[src/hdl/clt_pkg.sv]
`default_nettype none
package clt_pkg;

	// Character codes the scanner reacts to
	localparam logic [7:0] CH_QUOTE = 8'h22;
	localparam logic [7:0] CH_SLASH = 8'h2F;
	localparam logic [7:0] CH_STAR  = 8'h2A;

	// Result kinds
	localparam logic [1:0] KIND_BYTE    = 2'd0;
	localparam logic [1:0] KIND_TOK_END = 2'd1;
	localparam logic [1:0] KIND_CMD_END = 2'd2;

	// Configuration register indexes
	localparam int unsigned REG_SEPARATOR_COUNT = 0;
	localparam int unsigned REG_SEPARATOR_BASE  = 1;

	localparam int unsigned CFG_DATA_W  = 8;
	localparam int unsigned SEP_COUNT_W = 3;
	localparam logic [SEP_COUNT_W-1:0] SEP_COUNT_RESET = 3'd1;

	// Results one input byte can cause, at most
	localparam int unsigned MAX_RESULTS = 4;
	localparam int unsigned RIDX_W      = $clog2(MAX_RESULTS);
	localparam int unsigned RCNT_W      = $clog2(MAX_RESULTS + 1);

	// Queue between front and back
	localparam int unsigned QUEUE_DEPTH = 2;
	localparam int unsigned QPTR_W      = (QUEUE_DEPTH > 1) ? $clog2(QUEUE_DEPTH) : 1;
	localparam int unsigned QCNT_W      = $clog2(QUEUE_DEPTH + 1);

	typedef struct packed {
		logic [1:0] kind;
		logic [7:0] data;
		logic       name;
		logic       empty;
	} res_t;

	typedef struct packed {
		res_t [MAX_RESULTS-1:0] res;
		logic [RCNT_W-1:0]      count;
	} bundle_t;

	typedef struct packed {
		logic full;
		logic nonempty;
	} q_status_t;

	// Reset value of a separator slot
	function automatic logic [7:0] sep_reset_value(input int unsigned slot);
		logic [7:0] v;
		case (slot)
			0: v = 8'd32;
			1: v = 8'd9;
			2: v = 8'd10;
			3: v = 8'd13;
			default: v = 8'd0;
		endcase
		return v;
	endfunction

	// Append one result to a bundle
	function automatic bundle_t bundle_push(input bundle_t bd, input res_t r);
		bundle_t o;
		o = bd;
		o.res[bd.count[RIDX_W-1:0]] = r;
		o.count = bd.count + RCNT_W'(1);
		return o;
	endfunction

	function automatic res_t mk_byte(input logic [7:0] b, input logic named);
		res_t r;
		r.kind  = KIND_BYTE;
		r.data  = b;
		r.name  = ~named;
		r.empty = 1'b0;
		return r;
	endfunction

	function automatic res_t mk_tok_end(input logic named, input logic has_bytes);
		res_t r;
		r.kind  = KIND_TOK_END;
		r.data  = 8'd0;
		r.name  = ~named;
		r.empty = ~has_bytes;
		return r;
	endfunction

	function automatic res_t mk_cmd_end();
		res_t r;
		r.kind  = KIND_CMD_END;
		r.data  = 8'd0;
		r.name  = 1'b0;
		r.empty = 1'b0;
		return r;
	endfunction

endpackage
`default_nettype wire

[src/hdl/clt_front.sv]
`default_nettype none
module clt_front #(
	parameter int unsigned SEPARATOR_SLOTS = 4,
	parameter int unsigned CFG_INDEX_W = 3
) (
	input  wire logic                     clk,
	input  wire logic                     arst_n,
	input  wire logic                     accept,
	input  wire logic [7:0]               byte_in,
	input  wire logic                     final_byte,
	input  wire logic                     cfg_write,
	input  wire logic [CFG_INDEX_W-1:0]   cfg_index,
	input  wire logic [clt_pkg::CFG_DATA_W-1:0] cfg_data,
	output logic                          push,
	output clt_pkg::bundle_t              push_bundle
);

	typedef enum logic [2:0] {
		MODE_SKIP_PRE  = 3'd0,
		MODE_SKIP_POST = 3'd1,
		MODE_TOKEN     = 3'd2,
		MODE_QUOTE     = 3'd3,
		MODE_LINE      = 3'd4,
		MODE_BLOCK     = 3'd5
	} mode_t;

	mode_t mode_q;
	logic  slash_q;
	logic  star_q;
	logic  has_bytes_q;
	logic  named_q;

	logic [clt_pkg::SEP_COUNT_W-1:0] sep_count_q;
	logic [7:0]                      sep_q [SEPARATOR_SLOTS];

	mode_t            mode_d;
	logic             slash_d;
	logic             star_d;
	logic             has_bytes_d;
	logic             named_d;
	logic             is_sep;
	clt_pkg::bundle_t bd;

	// Configuration registers
	always_ff @(posedge clk or negedge arst_n) begin
		if (!arst_n) begin
			sep_count_q <= clt_pkg::SEP_COUNT_RESET;
			for (int i = 0; i < SEPARATOR_SLOTS; i++) begin
				sep_q[i] <= clt_pkg::sep_reset_value(i);
			end
		end else if (cfg_write) begin
			if (cfg_index == CFG_INDEX_W'(clt_pkg::REG_SEPARATOR_COUNT)) begin
				sep_count_q <= cfg_data[clt_pkg::SEP_COUNT_W-1:0];
			end
			for (int i = 0; i < SEPARATOR_SLOTS; i++) begin
				if (cfg_index == CFG_INDEX_W'(clt_pkg::REG_SEPARATOR_BASE + i)) begin
					sep_q[i] <= cfg_data[7:0];
				end
			end
		end
	end

	// Match the byte against the active separator slots
	always_comb begin
		is_sep = 1'b0;
		for (int i = 0; i < SEPARATOR_SLOTS; i++) begin
			if ((4'(i) < {1'b0, sep_count_q}) && (sep_q[i] == byte_in)) begin
				is_sep = 1'b1;
			end
		end
	end

	// Classify the byte: collect its results and the next scanner state
	always_comb begin
		logic run_plain;
		mode_d      = mode_q;
		slash_d     = slash_q;
		star_d      = star_q;
		has_bytes_d = has_bytes_q;
		named_d     = named_q;
		bd          = '0;
		run_plain   = 1'b1;

		// resolve a held-back slash first
		if (slash_q) begin
			slash_d = 1'b0;
			if (byte_in == clt_pkg::CH_SLASH || byte_in == clt_pkg::CH_STAR) begin
				if (mode_q == MODE_TOKEN || mode_q == MODE_SKIP_POST) begin
					bd          = clt_pkg::bundle_push(bd, clt_pkg::mk_tok_end(named_d, has_bytes_d));
					named_d     = 1'b1;
					has_bytes_d = 1'b0;
				end
				mode_d    = (byte_in == clt_pkg::CH_SLASH) ? MODE_LINE : MODE_BLOCK;
				star_d    = 1'b0;
				run_plain = 1'b0;
			end else begin
				bd          = clt_pkg::bundle_push(bd, clt_pkg::mk_byte(clt_pkg::CH_SLASH, named_d));
				has_bytes_d = 1'b1;
				mode_d      = MODE_TOKEN;
			end
		end

		if (run_plain) begin
			case (mode_d)
				MODE_TOKEN: begin
					if (byte_in == clt_pkg::CH_QUOTE) begin
						mode_d = MODE_QUOTE;
					end else if (is_sep) begin
						bd          = clt_pkg::bundle_push(bd,
							clt_pkg::mk_tok_end(named_d, has_bytes_d));
						named_d     = 1'b1;
						has_bytes_d = 1'b0;
						mode_d      = MODE_SKIP_PRE;
					end else if (byte_in == clt_pkg::CH_SLASH && !final_byte) begin
						slash_d = 1'b1;
					end else begin
						bd          = clt_pkg::bundle_push(bd, clt_pkg::mk_byte(byte_in, named_d));
						has_bytes_d = 1'b1;
					end
				end
				MODE_QUOTE: begin
					if (byte_in == clt_pkg::CH_QUOTE) begin
						bd          = clt_pkg::bundle_push(bd,
							clt_pkg::mk_tok_end(named_d, has_bytes_d));
						named_d     = 1'b1;
						has_bytes_d = 1'b0;
						mode_d      = MODE_SKIP_PRE;
					end else begin
						bd          = clt_pkg::bundle_push(bd, clt_pkg::mk_byte(byte_in, named_d));
						has_bytes_d = 1'b1;
					end
				end
				MODE_LINE: begin
				end
				MODE_BLOCK: begin
					if (star_d && byte_in == clt_pkg::CH_SLASH) begin
						star_d = 1'b0;
						mode_d = MODE_SKIP_POST;
					end else begin
						star_d = (byte_in == clt_pkg::CH_STAR);
					end
				end
				default: begin
					// skipping separators; unknown codes fall back to before-comment
					if (mode_d != MODE_SKIP_POST) begin
						mode_d = MODE_SKIP_PRE;
					end
					if (is_sep) begin
					end else if (byte_in == clt_pkg::CH_SLASH && !final_byte) begin
						slash_d = 1'b1;
					end else if (byte_in == clt_pkg::CH_QUOTE) begin
						has_bytes_d = 1'b0;
						mode_d      = MODE_QUOTE;
					end else begin
						bd          = clt_pkg::bundle_push(bd, clt_pkg::mk_byte(byte_in, named_d));
						has_bytes_d = 1'b1;
						mode_d      = MODE_TOKEN;
					end
				end
			endcase
		end

		// close the command on its last byte
		if (final_byte) begin
			if (has_bytes_d) begin
				bd = clt_pkg::bundle_push(bd, clt_pkg::mk_tok_end(named_d, has_bytes_d));
			end
			bd          = clt_pkg::bundle_push(bd, clt_pkg::mk_cmd_end());
			mode_d      = MODE_SKIP_PRE;
			slash_d     = 1'b0;
			star_d      = 1'b0;
			has_bytes_d = 1'b0;
			named_d     = 1'b0;
		end
	end

	assign push        = accept && (bd.count != '0);
	assign push_bundle = bd;

	// Scanner state
	always_ff @(posedge clk or negedge arst_n) begin
		if (!arst_n) begin
			mode_q      <= MODE_SKIP_PRE;
			slash_q     <= 1'b0;
			star_q      <= 1'b0;
			has_bytes_q <= 1'b0;
			named_q     <= 1'b0;
		end else if (accept) begin
			mode_q      <= mode_d;
			slash_q     <= slash_d;
			star_q      <= star_d;
			has_bytes_q <= has_bytes_d;
			named_q     <= named_d;
		end
	end

endmodule
`default_nettype wire

[src/hdl/clt_queue.sv]
`default_nettype none
module clt_queue (
	input  wire logic              clk,
	input  wire logic              arst_n,
	input  wire logic              push,
	input  wire clt_pkg::bundle_t  push_bundle,
	input  wire logic              pop,
	output clt_pkg::bundle_t       head,
	output clt_pkg::q_status_t     status
);

	clt_pkg::bundle_t                 mem_q [clt_pkg::QUEUE_DEPTH];
	logic [clt_pkg::QPTR_W-1:0]       wr_ptr_q;
	logic [clt_pkg::QPTR_W-1:0]       rd_ptr_q;
	logic [clt_pkg::QCNT_W-1:0]       count_q;

	function automatic logic [clt_pkg::QPTR_W-1:0] ptr_next(
		input logic [clt_pkg::QPTR_W-1:0] p);
		logic [clt_pkg::QPTR_W-1:0] n;
		if (p == clt_pkg::QPTR_W'(clt_pkg::QUEUE_DEPTH - 1)) begin
			n = '0;
		end else begin
			n = p + clt_pkg::QPTR_W'(1);
		end
		return n;
	endfunction

	assign head            = mem_q[rd_ptr_q];
	assign status.full     = (count_q == clt_pkg::QCNT_W'(clt_pkg::QUEUE_DEPTH));
	assign status.nonempty = (count_q != '0);

	// Store pushed bundles
	always_ff @(posedge clk) begin
		if (push) begin
			mem_q[wr_ptr_q] <= push_bundle;
		end
	end

	// Advance pointers and occupancy
	always_ff @(posedge clk or negedge arst_n) begin
		if (!arst_n) begin
			wr_ptr_q <= '0;
			rd_ptr_q <= '0;
			count_q  <= '0;
		end else begin
			if (push) begin
				wr_ptr_q <= ptr_next(wr_ptr_q);
			end
			if (pop) begin
				rd_ptr_q <= ptr_next(rd_ptr_q);
			end
			if (push && !pop) begin
				count_q <= count_q + clt_pkg::QCNT_W'(1);
			end else if (pop && !push) begin
				count_q <= count_q - clt_pkg::QCNT_W'(1);
			end
		end
	end

endmodule
`default_nettype wire

[src/hdl/clt_back.sv]
`default_nettype none
module clt_back (
	input  wire logic                clk,
	input  wire logic                arst_n,
	input  wire clt_pkg::bundle_t    head,
	input  wire clt_pkg::q_status_t  status,
	output logic                     pop,
	output logic                     result_valid,
	input  wire logic                result_stall,
	output logic [1:0]               kind,
	output logic [7:0]               byte_out,
	output logic                     is_name,
	output logic                     token_empty,
	output logic                     run_last
);

	logic [clt_pkg::RIDX_W-1:0] idx_q;
	logic                       valid_q;
	clt_pkg::res_t              res_q;
	logic                       last_q;

	logic          load;
	logic          take;
	logic          is_last;
	clt_pkg::res_t cur;

	assign load    = !valid_q || !result_stall;
	assign take    = load && status.nonempty;
	assign cur     = head.res[idx_q];
	assign is_last = ({1'b0, idx_q} + clt_pkg::RCNT_W'(1)) == head.count;
	assign pop     = take && is_last;

	// Walk through the head bundle, one result per cycle while not stalled
	always_ff @(posedge clk or negedge arst_n) begin
		if (!arst_n) begin
			valid_q <= 1'b0;
			idx_q   <= '0;
		end else if (load) begin
			valid_q <= status.nonempty;
			if (take) begin
				idx_q <= is_last ? '0 : idx_q + clt_pkg::RIDX_W'(1);
			end
		end
	end

	// Output payload register
	always_ff @(posedge clk) begin
		if (take) begin
			res_q  <= cur;
			last_q <= is_last;
		end
	end

	assign result_valid = valid_q;
	assign kind         = res_q.kind;
	assign byte_out     = res_q.data;
	assign is_name      = res_q.name;
	assign token_empty  = res_q.empty;
	assign run_last     = last_q;

endmodule
`default_nettype wire

[src/hdl/command_line_tokenizer.sv]
`default_nettype none
// Command line tokenizer. Takes one command character per transaction, with
// final_byte on the last one, and returns token bytes, token ends (with the
// name and empty flags) and a command end; run_last marks the last result of
// each input byte. A byte is accepted in the cycle it arrives as long as the
// two-entry bundle queue between the classifying front and the emitting back
// has room; its first result passes through the queue and the output register,
// which issues one result per cycle unless stalled. A byte has at most four
// results, and bytes with one result or none sustain one byte per cycle when
// unstalled. Separator registers are written via cfg_write/cfg_index/cfg_data
// while the block is idle, a rule for the user, not enforced by the block:
// index 0 is the slot count, 1 to SEPARATOR_SLOTS the separator characters.
module command_line_tokenizer #(
	parameter int unsigned SEPARATOR_SLOTS = 4,
	localparam int unsigned CFG_INDEX_W = $clog2(SEPARATOR_SLOTS + 1)
) (
	input  wire logic                           clk,
	input  wire logic                           arst_n,
	input  wire logic                           byte_valid,
	output logic                                byte_stall,
	input  wire logic [7:0]                     byte_in,
	input  wire logic                           final_byte,
	output logic                                result_valid,
	input  wire logic                           result_stall,
	output logic [1:0]                          kind,
	output logic [7:0]                          byte_out,
	output logic                                is_name,
	output logic                                token_empty,
	output logic                                run_last,
	input  wire logic                           cfg_write,
	input  wire logic [CFG_INDEX_W-1:0]         cfg_index,
	input  wire logic [clt_pkg::CFG_DATA_W-1:0] cfg_data
);

	logic               accept;
	logic               push;
	logic               pop;
	clt_pkg::bundle_t   push_bundle;
	clt_pkg::bundle_t   head;
	clt_pkg::q_status_t status;

	assign byte_stall = status.full;
	assign accept     = byte_valid && !status.full;

	clt_front #(
		.SEPARATOR_SLOTS(SEPARATOR_SLOTS),
		.CFG_INDEX_W(CFG_INDEX_W)
	) u_front (
		.clk(clk),
		.arst_n(arst_n),
		.accept(accept),
		.byte_in(byte_in),
		.final_byte(final_byte),
		.cfg_write(cfg_write),
		.cfg_index(cfg_index),
		.cfg_data(cfg_data),
		.push(push),
		.push_bundle(push_bundle)
	);

	clt_queue u_queue (
		.clk(clk),
		.arst_n(arst_n),
		.push(push),
		.push_bundle(push_bundle),
		.pop(pop),
		.head(head),
		.status(status)
	);

	clt_back u_back (
		.clk(clk),
		.arst_n(arst_n),
		.head(head),
		.status(status),
		.pop(pop),
		.result_valid(result_valid),
		.result_stall(result_stall),
		.kind(kind),
		.byte_out(byte_out),
		.is_name(is_name),
		.token_empty(token_empty),
		.run_last(run_last)
	);

endmodule
`default_nettype wire

[config.mk]
export PLATFORM = sky130hd
export DESIGN_NAME = command_line_tokenizer
export DESIGN_NICKNAME = d
export VERILOG_FILES = /design/src/hdl/clt_pkg.sv /design/src/hdl/clt_front.sv /design/src/hdl/clt_queue.sv /design/src/hdl/clt_back.sv /design/src/hdl/command_line_tokenizer.sv
export SDC_FILE = /design/constraint.sdc
export NUM_CORES = 1
export LEC_CHECK = 0
export BUFFER_PORTS_ARGS = -buffer_cell sky130_fd_sc_hd__buf_2
export CAP_MARGIN = 10
export CORE_MARGIN = 2
export CORE_UTILIZATION = 32
export CTS_CLUSTER_DIAMETER = 60
export DETAILED_ROUTE_END_ITERATION = 16
export SYNTH_ARGS = -nofsm -noshare
export SYNTH_HDL_FRONTEND = slang
export SYNTH_SLANG_ARGS = --single-unit
[constraint.sdc]
create_clock -name clk -period 5.15 [get_ports clk]
set_input_delay 0.2575 -clock clk [delete_from_list [all_inputs] [get_ports clk]]
set_output_delay 0.2575 -clock clk [all_outputs]
set_load 0.01 [all_outputs]
**Word-level counts from Yosys, hierarchy flattened**

Memory sizes are Yosys's and may differ from the RTL's.
Cells that the tools add are included.

- Bits in registers: 62
- RAM bits: 102
- Input port bits: 25
- Word-level logic and storage cells: 192
- Memories: 1

- $add $sub $neg: 9
- Magnitude comparators: 11
- Equality and inequality tests: 20
- Mux-type cells: 86
- Bitwise logic cells: 9
- Reduce and logical (&&, ||, !) cells: 36

Memories:

| name | depth | bits a word | rd ports | clocked after Yosys merged registers in | wr ports | RTL line | source |
|---|---|---|---|---|---|---|---|
| u_queue.mem_q | 2 | 51 | 1 | 0 | 1 | clt_queue.sv:12 | `clt_pkg::bundle_t mem_q [clt_pkg::QUEUE_DEPTH];` |

Operators with widths:

| operator | number |
|---|---|
| 2-to-1 mux 51 bit | 12 |
| case mux 51 bit (3 select lines) | 1 |
| bitwise mux 48 bit | 3 |
| demux 12 bit (select 2 bit) | 3 |
| 2-to-1 mux 12 bit | 4 |
| bitwise AND 44 bit | 1 |
| inverter 44 bit | 1 |
| 2-to-1 mux 1 bit | 42 |
| 2-to-1 mux 3 bit | 11 |
| == test 8 bit | 4 |
| 2-to-1 mux 14 bit | 2 |
| binary-select mux 12 bit (select 2 bit) | 1 |
| == test 8 x 6 -> 1 bit, second input constant | 3 |
| == test 3 x 2 -> 1 bit, second input constant | 5 |
| logical AND 1 bit | 15 |
| < comparator 2 x 3 -> 1 bit, second input constant | 4 |
| case mux 3 bit (4 select lines) | 1 |
| AND reduction 2 bit | 6 |
| adder 3 x 1 -> 3 bit, second input constant | 3 |
| == test 3 bit, second input constant | 3 |
| == test 3 x 1 -> 1 bit, second input constant | 2 |
| >= comparator 2 x 1 -> 1 bit, second input constant | 3 |
| zero test 1 bit | 6 |
| < comparator 1 x 3 -> 1 bit, first input constant | 2 |
| other kinds (19) | 33 |

**Logic depth before layout (Yosys ltp)**

Gate-level depths: netlist (run 1).

- Word-level depth: 35
- Mapped depth: 23
- Depth with buffers taken out: 21

**Hierarchy**

From an unflattened synthesis (run 1), not the netlist that was laid out.

- Cell total of the unflattened synthesis: 593
- Area, all modules: 8503.2 um2

By module, submodules not included:

| module | instances | cells an instance | area an instance (um2) |
|---|---|---|---|
| clt_queue | 1 | 175 | 4121.5 |
| clt_front | 1 | 372 | 3483.3 |
| clt_back | 1 | 45 | 884.6 |
| command_line_tokenizer | 1 | 1 | 13.8 |

**Worst setup path after synthesis (run 1)**

Ideal clock, no wire load.

- Path type: input to register
- Start point: input port byte_in[6]
- End point: memory u_queue.mem_q[0][0] in the netlist's numbering (enable)
- Arrival: 5152 ps
- Path slack: -433 ps
- Stages: 19
- Path buffers: 2
- Path through: buf_2 nand4bb_4 nor2_2 nand2_2 or3_1 buf_6 ha_1 o211a_1 a2bb2oi_2 ha_1 nand2_1 a21boi_0 ha_1 inv_1 ha_1 nor3b_1 a31oi_1 o21a_2 nor2b_1

- Cells in the longest elaborated chain, start to end: 19
- Elaborated cells on any way between the ends: 58

Ends and longest elaborated chain:

| what | RTL line | source |
|---|---|---|
| from (decl) | command_line_tokenizer.sv:21 | `input wire logic [7:0] byte_in,` |
| == test 8 x 6 -> 1 bit (tied with other cells) | -- |  |
| logical OR 1 bit or logical AND 1 bit (tied branches) | clt_front.sv:87, clt_front.sv:67 |  |
| 2-to-1 mux 14 bit or 2-to-1 mux 1 bit (tied branches) | clt_front.sv:87, clt_front.sv:67 |  |
| 2-to-1 mux 51 bit or 2-to-1 mux 1 bit (tied branches) | clt_front.sv:85, clt_front.sv:67 |  |
| adder 3 x 1 -> 3 bit or 2-to-1 mux 1 bit (tied branches) | clt_pkg.sv:67, clt_front.sv:67 |  |
| 2-to-1 mux 51 bit (tied with other cells) | clt_front.sv:151 | `end else if (byte_in == clt_pkg::CH_QUOTE) begin` |
| 2-to-1 mux 51 bit, on equally long branches | clt_front.sv:149, clt_front.sv:108 |  |
| 2-to-1 mux 51 bit, on equally long branches | clt_front.sv:148, clt_front.sv:106 |  |
| [4 not listed] | -- |  |
| 2-to-1 mux 51 bit | clt_front.sv:164 | `if (final_byte) begin` |
| adder 3 x 1 -> 3 bit | clt_pkg.sv:67 | `o.count = bd.count + RCNT_W'(1);` |
| 2-to-1 mux 51 bit * | clt_front.sv:164 |  |
| nonzero test 3 bit * | clt_front.sv:177 | `assign push = accept && (bd.count != '0);` |
| logical AND 1 bit * | clt_front.sv:177 |  |
| net push | command_line_tokenizer.sv:36 | `logic push;` |
| 2-to-1 mux 1 bit * | clt_queue.sv:34 | `if (push) begin` |
| 2-to-1 mux 1 bit (not written as such) * | clt_queue.sv:35 | `mem_q[wr_ptr_q] <= push_bundle;` |
| to (decl) | clt_queue.sv:12 |  |

Mark *: on every way through the listed nets, which the timed path passes. The rest lies on a longest branch. The select of a mux whose other input is x is not followed.

**Final worst setup path (run 1)**

- Start point: register u_front.sep_q[3] in the netlist's numbering
- End point: memory u_queue.mem_q[0][13] in the netlist's numbering (enable)

- Cells in the longest elaborated chain, start to end: 16
- Elaborated cells on any way between the ends: 22

Ends and longest elaborated chain:

| what | RTL line | source |
|---|---|---|
| from (decl) | clt_front.sv:34 | `logic [7:0] sep_q [SEPARATOR_SLOTS];` |
| from (signal, indexed assignment) | clt_front.sv:49 | `sep_q[i] <= clt_pkg::sep_reset_value(i);` |
| from (signal, indexed assignment) | clt_front.sv:57 | `sep_q[i] <= cfg_data[7:0];` |
| == test 8 bit * | clt_front.sv:67 | `if ((4'(i) < {1'b0, sep_count_q}) && (sep_q[i] == byte_in)) begin` |
| logical AND 1 bit * | clt_front.sv:67 |  |
| 2-to-1 mux 1 bit * | clt_front.sv:67 |  |
| 2-to-1 mux 51 bit | clt_front.sv:108 | `end else if (is_sep) begin` |
| 2-to-1 mux 51 bit | clt_front.sv:106 | `if (byte_in == clt_pkg::CH_QUOTE) begin` |
| case mux 51 bit (3 select lines) | clt_front.sv:104 | `case (mode_d)` |
| 2-to-1 mux 51 bit | clt_front.sv:103 | `if (run_plain) begin` |
| adder 3 x 1 -> 3 bit | clt_pkg.sv:67 |  |
| 2-to-1 mux 51 bit | clt_front.sv:165 | `if (has_bytes_d) begin` |
| 2-to-1 mux 51 bit | clt_front.sv:164 |  |
| adder 3 x 1 -> 3 bit | clt_pkg.sv:67 |  |
| 2-to-1 mux 51 bit * | clt_front.sv:164 |  |
| nonzero test 3 bit * | clt_front.sv:177 |  |
| logical AND 1 bit * | clt_front.sv:177 |  |
| net push | command_line_tokenizer.sv:36 |  |
| 2-to-1 mux 1 bit * | clt_queue.sv:34 |  |
| 2-to-1 mux 1 bit (not written as such) * | clt_queue.sv:35 |  |

Marks and branches as above.

==> results of run 1 <==
==> report_power, final <==
part | internal (uW) | switching (uW) | total, uW | leakage, uW
Sequential | 1600 | 178 | 1780 | 0.00137
Combinational | 651 | 759 | 1410 | 0.00126
Clock | 818 | 432 | 1250 | 0.000313
==> final timing paths <==
kind                                                   end  depth (start not counted)
max reg2reg                 u_queue.mem_q[0][13]$_DFFE_PP_                         18
min in group asynchronous      u_back.idx_q[0]$_DFFE_PN0P_                          3
max                         u_queue.mem_q[0][13]$_DFFE_PP_                         18
min reg2reg                u_back.result_valid$_DFFE_PN0P_                          2
max in group asynchronous  u_front.has_bytes_q$_DFFE_PN0P_                          3
min                        u_back.result_valid$_DFFE_PN0P_                          3
==> repair_timing <==
| action | CTS | global route |
|---|---|---|
| setup endpoints to repair | 0 | 0 |
| resized for setup | 0 | 0 |
| hold buffers | 1 | 0 |
| endpoints found under the hold margin | 40 | 0 |
==> per-layer routing <==
metal  global-route usage  wire [um]
met1                0.166       6060
met2                0.207       6420
met3               0.0366        448
met4               0.0529        229
met5                    0         13
==> flip-flops by register name, summed over array words and instances, names as in the netlist <==
| signal | count |
|---|---|
| u_front.mode_q | 3 |
| u_front.named_q | 1 |
| u_back.byte_out | 8 |
| u_front.slash_q | 1 |
| u_back.run_last | 1 |
| u_back.idx_q | 2 |
| u_front.star_q | 1 |
| u_queue.mem_q | 70 |
| u_back.kind | 2 |
| u_front.sep_count_q | 3 |
| u_back.result_valid | 1 |
| u_queue.rd_ptr_q | 1 |
| u_queue.count_q | 2 |
| u_front.has_bytes_q | 1 |
| u_front.sep_q | 32 |
| u_back.token_empty | 1 |
| u_back.is_name | 1 |
| u_queue.wr_ptr_q | 1 |
==> worst max-delay path, delay by kind of cell (launching register included) <==
| family | cells | cell delay, ns |
|---|---|---|
| buffers and inverters | 2 | 0.34 |
| XOR/XNOR | 1 | 0.16 |
| AO/OA/AOI/OAI | 6 | 1.36 |
| adder cells (fa/ha/maj) | 3 | 0.82 |
| flip-flops | 1 | 0.54 |
| AND/OR/NAND/NOR | 6 | 1.20 |
==> cell families (layout without fill, tap and decap cells) <==
logic type	Yosys count	count (layout)
other	1	6
XOR/XNOR	44	44
buffers and inverters	36	93
multiplexers	61	61
AND/OR/NAND/NOR	135	135
AO/OA/AOI/OAI	67	67
flip-flops	132	132
adder cells (fa/ha/maj)	14	14
==> per-stage QoR <==
| stage | hold WS [ns] | setup WS [ns] |
|---|---|---|
| 2_1_floorplan | -0.0381 | 0.231 |
| 3_3_place_gp | 0.414 | 0.520 |
| 3_5_place_dp | 0.421 | 0.362 |
| 4_1_cts | 0.0371 | 0.398 |
| 5_1_grt | 0.0459 | 0.0288 |
| 6_report | 0.0499 | 0.395 |
==> area by class of cell <==
class,instances,area (um2)
Clock buffer,28,581
Clock inverter,4,51.3
Fill cell,1922,12500
Inverter,12,45.0
Multi-Input combinational cell,327,2660
Sequential cell,132,3730
Tap cell,270,338
Timing Repair Buffer,49,273
==> cells in the mapped netlist (4+ instances only) <==
master,n,area [um2]
a21o_1,4,30.0
a21oi_1,16,80.1
and2_1,14,87.6
buf_2,6,30.0
buf_4,4,30.0
clkbuf_1,8,30.0
dfrtp_1,40,1000
dfstp_2,9,236
edfxtp_1,83,2490
ha_1,14,175
inv_1,10,37.5
mux2_2,40,450
mux4_2,16,360
nand2_1,33,124
nand3_1,7,35.0
nand4_1,5,31.3
nor2_1,20,75.1
nor2b_1,15,93.8
nor3_1,13,65.1
nor3b_1,4,30.0
nor4_1,4,25.0
o21ai_0,12,60.1
o31ai_1,4,30.0
or3_1,4,25.0
xnor2_1,21,184
xor2_1,23,201
==> impl_metrics.toml, run 1 <==
[min_path]
min-delay-start = "result_stall"
hold_class = "in -> reg"

[synth]
synth_top_family_by_area = "multiplexers"
synth-simple-area-share = 0.112
synth_edf_count = 83
avgSynthCellArea_um2 = 13.4
yosysWarnings = 0
synthMuxAreaShare = 0.133
ys_types = 67
yosysSeqAreaShare = 0.569
yosys_register_bits = 132
syn-instance-count = 490
yosys.area_share.adder = 0.0267
synth-xor-area-share = 0.0588
netlist_area_um2 = 6550
ys.flop_type = "edfxtp_1"
synth-async-reset-ratio = 0.371
synth_compound_area_frac = 0.0714

[setup_path]
start_kind = "flip-flop"
slowest_delay_ns = 0.67
slowest_stage = "nor2_1"
cp-end-kind = "flip-flop"
cp_max_fo = 19
worstSetupPathType = "reg -> reg"
critPathLaunch = "u_front.sep_q[3]$_DFFE_PN1P_"
r2r-start = "u_front.sep_q[3]$_DFFE_PN1P_"
worst_path_most_repeated_cell = "ha_1"
worst_ep_arrival_time_ns = 4.85
rrSetupSlack_ns = 0.40
path_cells = "xor2_1 > nor4_1 > nand4_1 > o41ai_1 > nor2_1 > o211a_1 > a2bb2oi_2 > ha_1 > nand2_1 > a21boi_0 > ha_1 > inv_1 > ha_1 > nor3b_1 > a31oi_1 > o21a_2 > nor2b_2 > buf_4"
cp.required_ns = 5.24

[floorplan]
coreArea_um2 = 20200
initial_core_util = 0.325
die_y_um = 147
rows = 52
pin_count = 40
dieArea_um2 = 21600
die_w_um = 147

[cts]
post_cts_buffers = 0
root_buffer = "clkbuf_16"
clk_path_buf_depth = 2
cts_tree = "done"
htree_levels = 4
clock_latency_ns = 0.42
clk_pin_slew_ns = 0.06
cts.sinks = 132
cts_buffers = 17

[timing]
worst_pin_slew_ns = 0.937
drv_slew = 0
fin_crit_ns = 4.75
rsz0062_at_grt = "false"
setup_viol = 0
hold_violations = 0
slew_headroom = 0.376
finalCritPeriodShare = 0.923
fmax_ghz = 0.210
final.setup_skew_ns = 0.0121
fin_setup_tns_ns = 0

[global_routing]
gr-total-overflow = 0
grt_pass1_vias = 4138
antenna_found_initial = 1
grt_usage = 0.129
grt_pass1_wl_um = 21600
grt_max_degree = 50

[cells_and_area]
final_cell_mix = "edfxtp_1, mux2_2, dfrtp_1"
syn_to_final_growth_pct = 17.2
num_antenna_cells = 0
final_area_um2 = 7680
layout_commonest_cell = "edfxtp_1"
post-route-util = 0.381
drive_gt1_frac = 0.292
layout.nets = 578
post_layout_nonfiller_instances = 822

[power_and_ir_drop]
vdd_drop_max_mv = 0.194
p_leak_uw = 0.00294
finalPower_uw = 4440
powerDensity_nw_per_um2 = 578

[place]
port_buffers = 39
place_area_um2 = 7040
hpwl_um = 9200
dpl.cell_count = 789
gp_congestion = 0.831

[routing]
drtIter0Drc = 314
drt_pass1_iterations = 4
num_vias = 4020
wire_per_inst_um = 16.0
totalWireLength_um = 13200
drc_errors = 0
antenna_left = 0
vias_per_cell = 4.89

[job]
drv_cap = 0

[run_status]
status = "finished clean"
Note: power is estimated with default switching activity, not from simulation.
==> inputs of run 2 (changes only) <==
--- a/config.mk
+++ b/config.mk
@@ -6,7 +6,6 @@
 export NUM_CORES = 1
 export LEC_CHECK = 0
 export BUFFER_PORTS_ARGS = -buffer_cell sky130_fd_sc_hd__buf_2
-export CAP_MARGIN = 10
 export CORE_MARGIN = 2
 export CORE_UTILIZATION = 32
 export CTS_CLUSTER_DIAMETER = 60
==> constraint.sdc (replaced) <==
create_clock -name clk -period 5.15 [get_ports clk]
set_input_delay 1.03 -clock clk [delete_from_list [all_inputs] [get_ports clk]]
set_output_delay 1.03 -clock clk [all_outputs]
set_load 0.01 [all_outputs]
==> run 2 against run 1 <==
Setup slack worse by 0.056 ns. Via count is 1.2% lower. Global-route usage is 0.60 points higher. Combinational power is 6% higher. Largest power group unchanged. Highest routed layer is now met4.
==> impl_metrics.toml, run 2 (same netlist as run 1, synthesis figures left out) <==
[run_status]
status = "finished clean"

[floorplan]
dieArea_um2 = 21600
die_w_um = 147
initial_core_util = 0.325
coreArea_um2 = 20200
die_y_um = 147
rows = 52
pin_count = 40

[setup_path]
slowest_delay_ns = 0.66
r2r-start = "u_front.slash_q$_DFFE_PN0P_"
slowest_stage = "nor4_1"
crit_family = "simple AND/OR/NAND/NOR gates"
cp_max_fo = 10
critPathLaunch = "byte_in[2]"
path_cells = "buf_2 > xnor2_1 > nand4bb_1 > nor2_1 > nor4_1 > o211a_1 > a2bb2oi_4 > ha_1 > nand2_1 > a21boi_2 > ha_1 > inv_1 > ha_1 > nor3b_1 > a22oi_1 > o21a_2 > ha_1 > xor2_1 > nor2_1 > xor2_1"
cp.required_ns = 5.48
cp-end-kind = "flip-flop"
critPathBufInv = 2
worstSetupPathType = "in -> reg"
worst_path_most_repeated_cell = "ha_1"
worst_ep_arrival_time_ns = 5.14
start_kind = "input port"

[global_routing]
grt_pass1_wl_um = 23000
grt_max_degree = 50
grt_usage = 0.135
gr-total-overflow = 0
antenna_found_initial = 0
grt_pass1_vias = 4377

[timing]
finalCritPeriodShare = 0.934
setup_viol = 0
fin_crit_ns = 4.81
worst_pin_slew_ns = 0.924
setup_ws_ns = 0.340
fmax_ghz = 0.208
hold_violations = 0
rsz0062_at_grt = "false"
drv_slew = 0
final.setup_skew_ns = 0.0142
slew_headroom = 0.384
fin_setup_tns_ns = 0

[job]
drv_cap = 0

[cts]
cts_tree = "done"
cts_buffers = 17
clk_pin_slew_ns = 0.05
holdBufCountCts = 0
post_cts_resized = 0
clk_path_buf_depth = 2
post_cts_buffers = 0
clock_latency_ns = 0.42
cts.sinks = 132
root_buffer = "clkbuf_16"
htree_levels = 4

[power_and_ir_drop]
p_leak_uw = 0.00299
vdd_drop_max_mv = 0.206
powerDensity_nw_per_um2 = 572

[routing]
vias_per_cell = 4.77
drc_errors = 0
totalWireLength_um = 13600
drt_pass1_iterations = 4
num_vias = 3971
drtIter0Drc = 195
wire_per_inst_um = 16.4
antenna_left = 0

[place]
place_ws_ns = -0.0383
port_buffers = 39
gp_congestion = 0.833
hpwl_um = 9610
place_area_um2 = 7200

[cells_and_area]
drive_gt1_frac = 0.311
layout_commonest_cell = "edfxtp_1"
layout.nets = 589
largest_reg_flops = 70
syn_to_final_growth_pct = 18.9
final_cell_mix = "edfxtp_1, mux2_2, dfrtp_1"
largest-register = "u_queue.mem_q"
final_area_um2 = 7780
num_antenna_cells = 0

[min_path]
hold_class = "reg -> reg"
min-delay-start = "u_back.result_valid$_DFFE_PN0P_"
==> run 2: layout make-up <==
| class | count | area, um2 |
|---|---|---|
| inverter | 12 | 45.0 |
| tap | 270 | 338 |
| fill | 1921 | 12400 |
| clock inverter | 5 | 32.5 |
| timing repair buffer | 60 | 403 |
| clock buffer | 27 | 556 |
| sequential | 132 | 3730 |
| multi-input combinational | 327 | 2680 |
==> run 2: metrics by stage <==
stage,hold WS (ns),instances,power (uW),util
global route,0.543,833,4740,0.386
detailed placement,0.478,801,3320,0.357
CTS,0.490,833,4510,0.386
global placement,0.465,801,3280,0.357
finish,0.484,833,4450,0.386
floorplan,0.466,495,2840,-
==> run 2: worst paths after layout <==
| path | depth (start not counted) | slack, ns | to |
|---|---|---|---|
| worst max-delay path | 20 | 0.34 | u_queue.count_q[1]$_DFFE_PN0P_ |
| max in group asynchronous | 2 | 3.98 | u_front.named_q$_DFFE_PN0P_ |
| min in group asynchronous | 2 | 0.73 | u_front.has_bytes_q$_DFFE_PN0P_ |
| worst max register to register | 19 | 0.64 | u_queue.count_q[1]$_DFFE_PN0P_ |
| worst min register to register | 2 | 0.48 | u_back.result_valid$_DFFE_PN0P_ |
| worst min-delay path | 2 | 0.48 | u_back.result_valid$_DFFE_PN0P_ |
==> run 2: worst min-delay path: stages (launching register included) <==
cell	delay, ns
dfrtp_1	0.33
nand2_1	0.07
nand2_1	0.05
==> run 2: power breakdown <==
part | switching [uW] | total (uW) | internal, uW
logic | 781 | 1500 | 723
clock network | 429 | 1170 | 738
registers | 179 | 1780 | 1600
==> run 2: layer usage <==
metal	up-vias	GRT usage	share of wire
met5	-	0	0
met4	0	0.0567	0.0097
met3	12	0.0320	0.027
met2	62	0.220	0.50
met1	1968	0.174	0.47
li1	1929	-	-
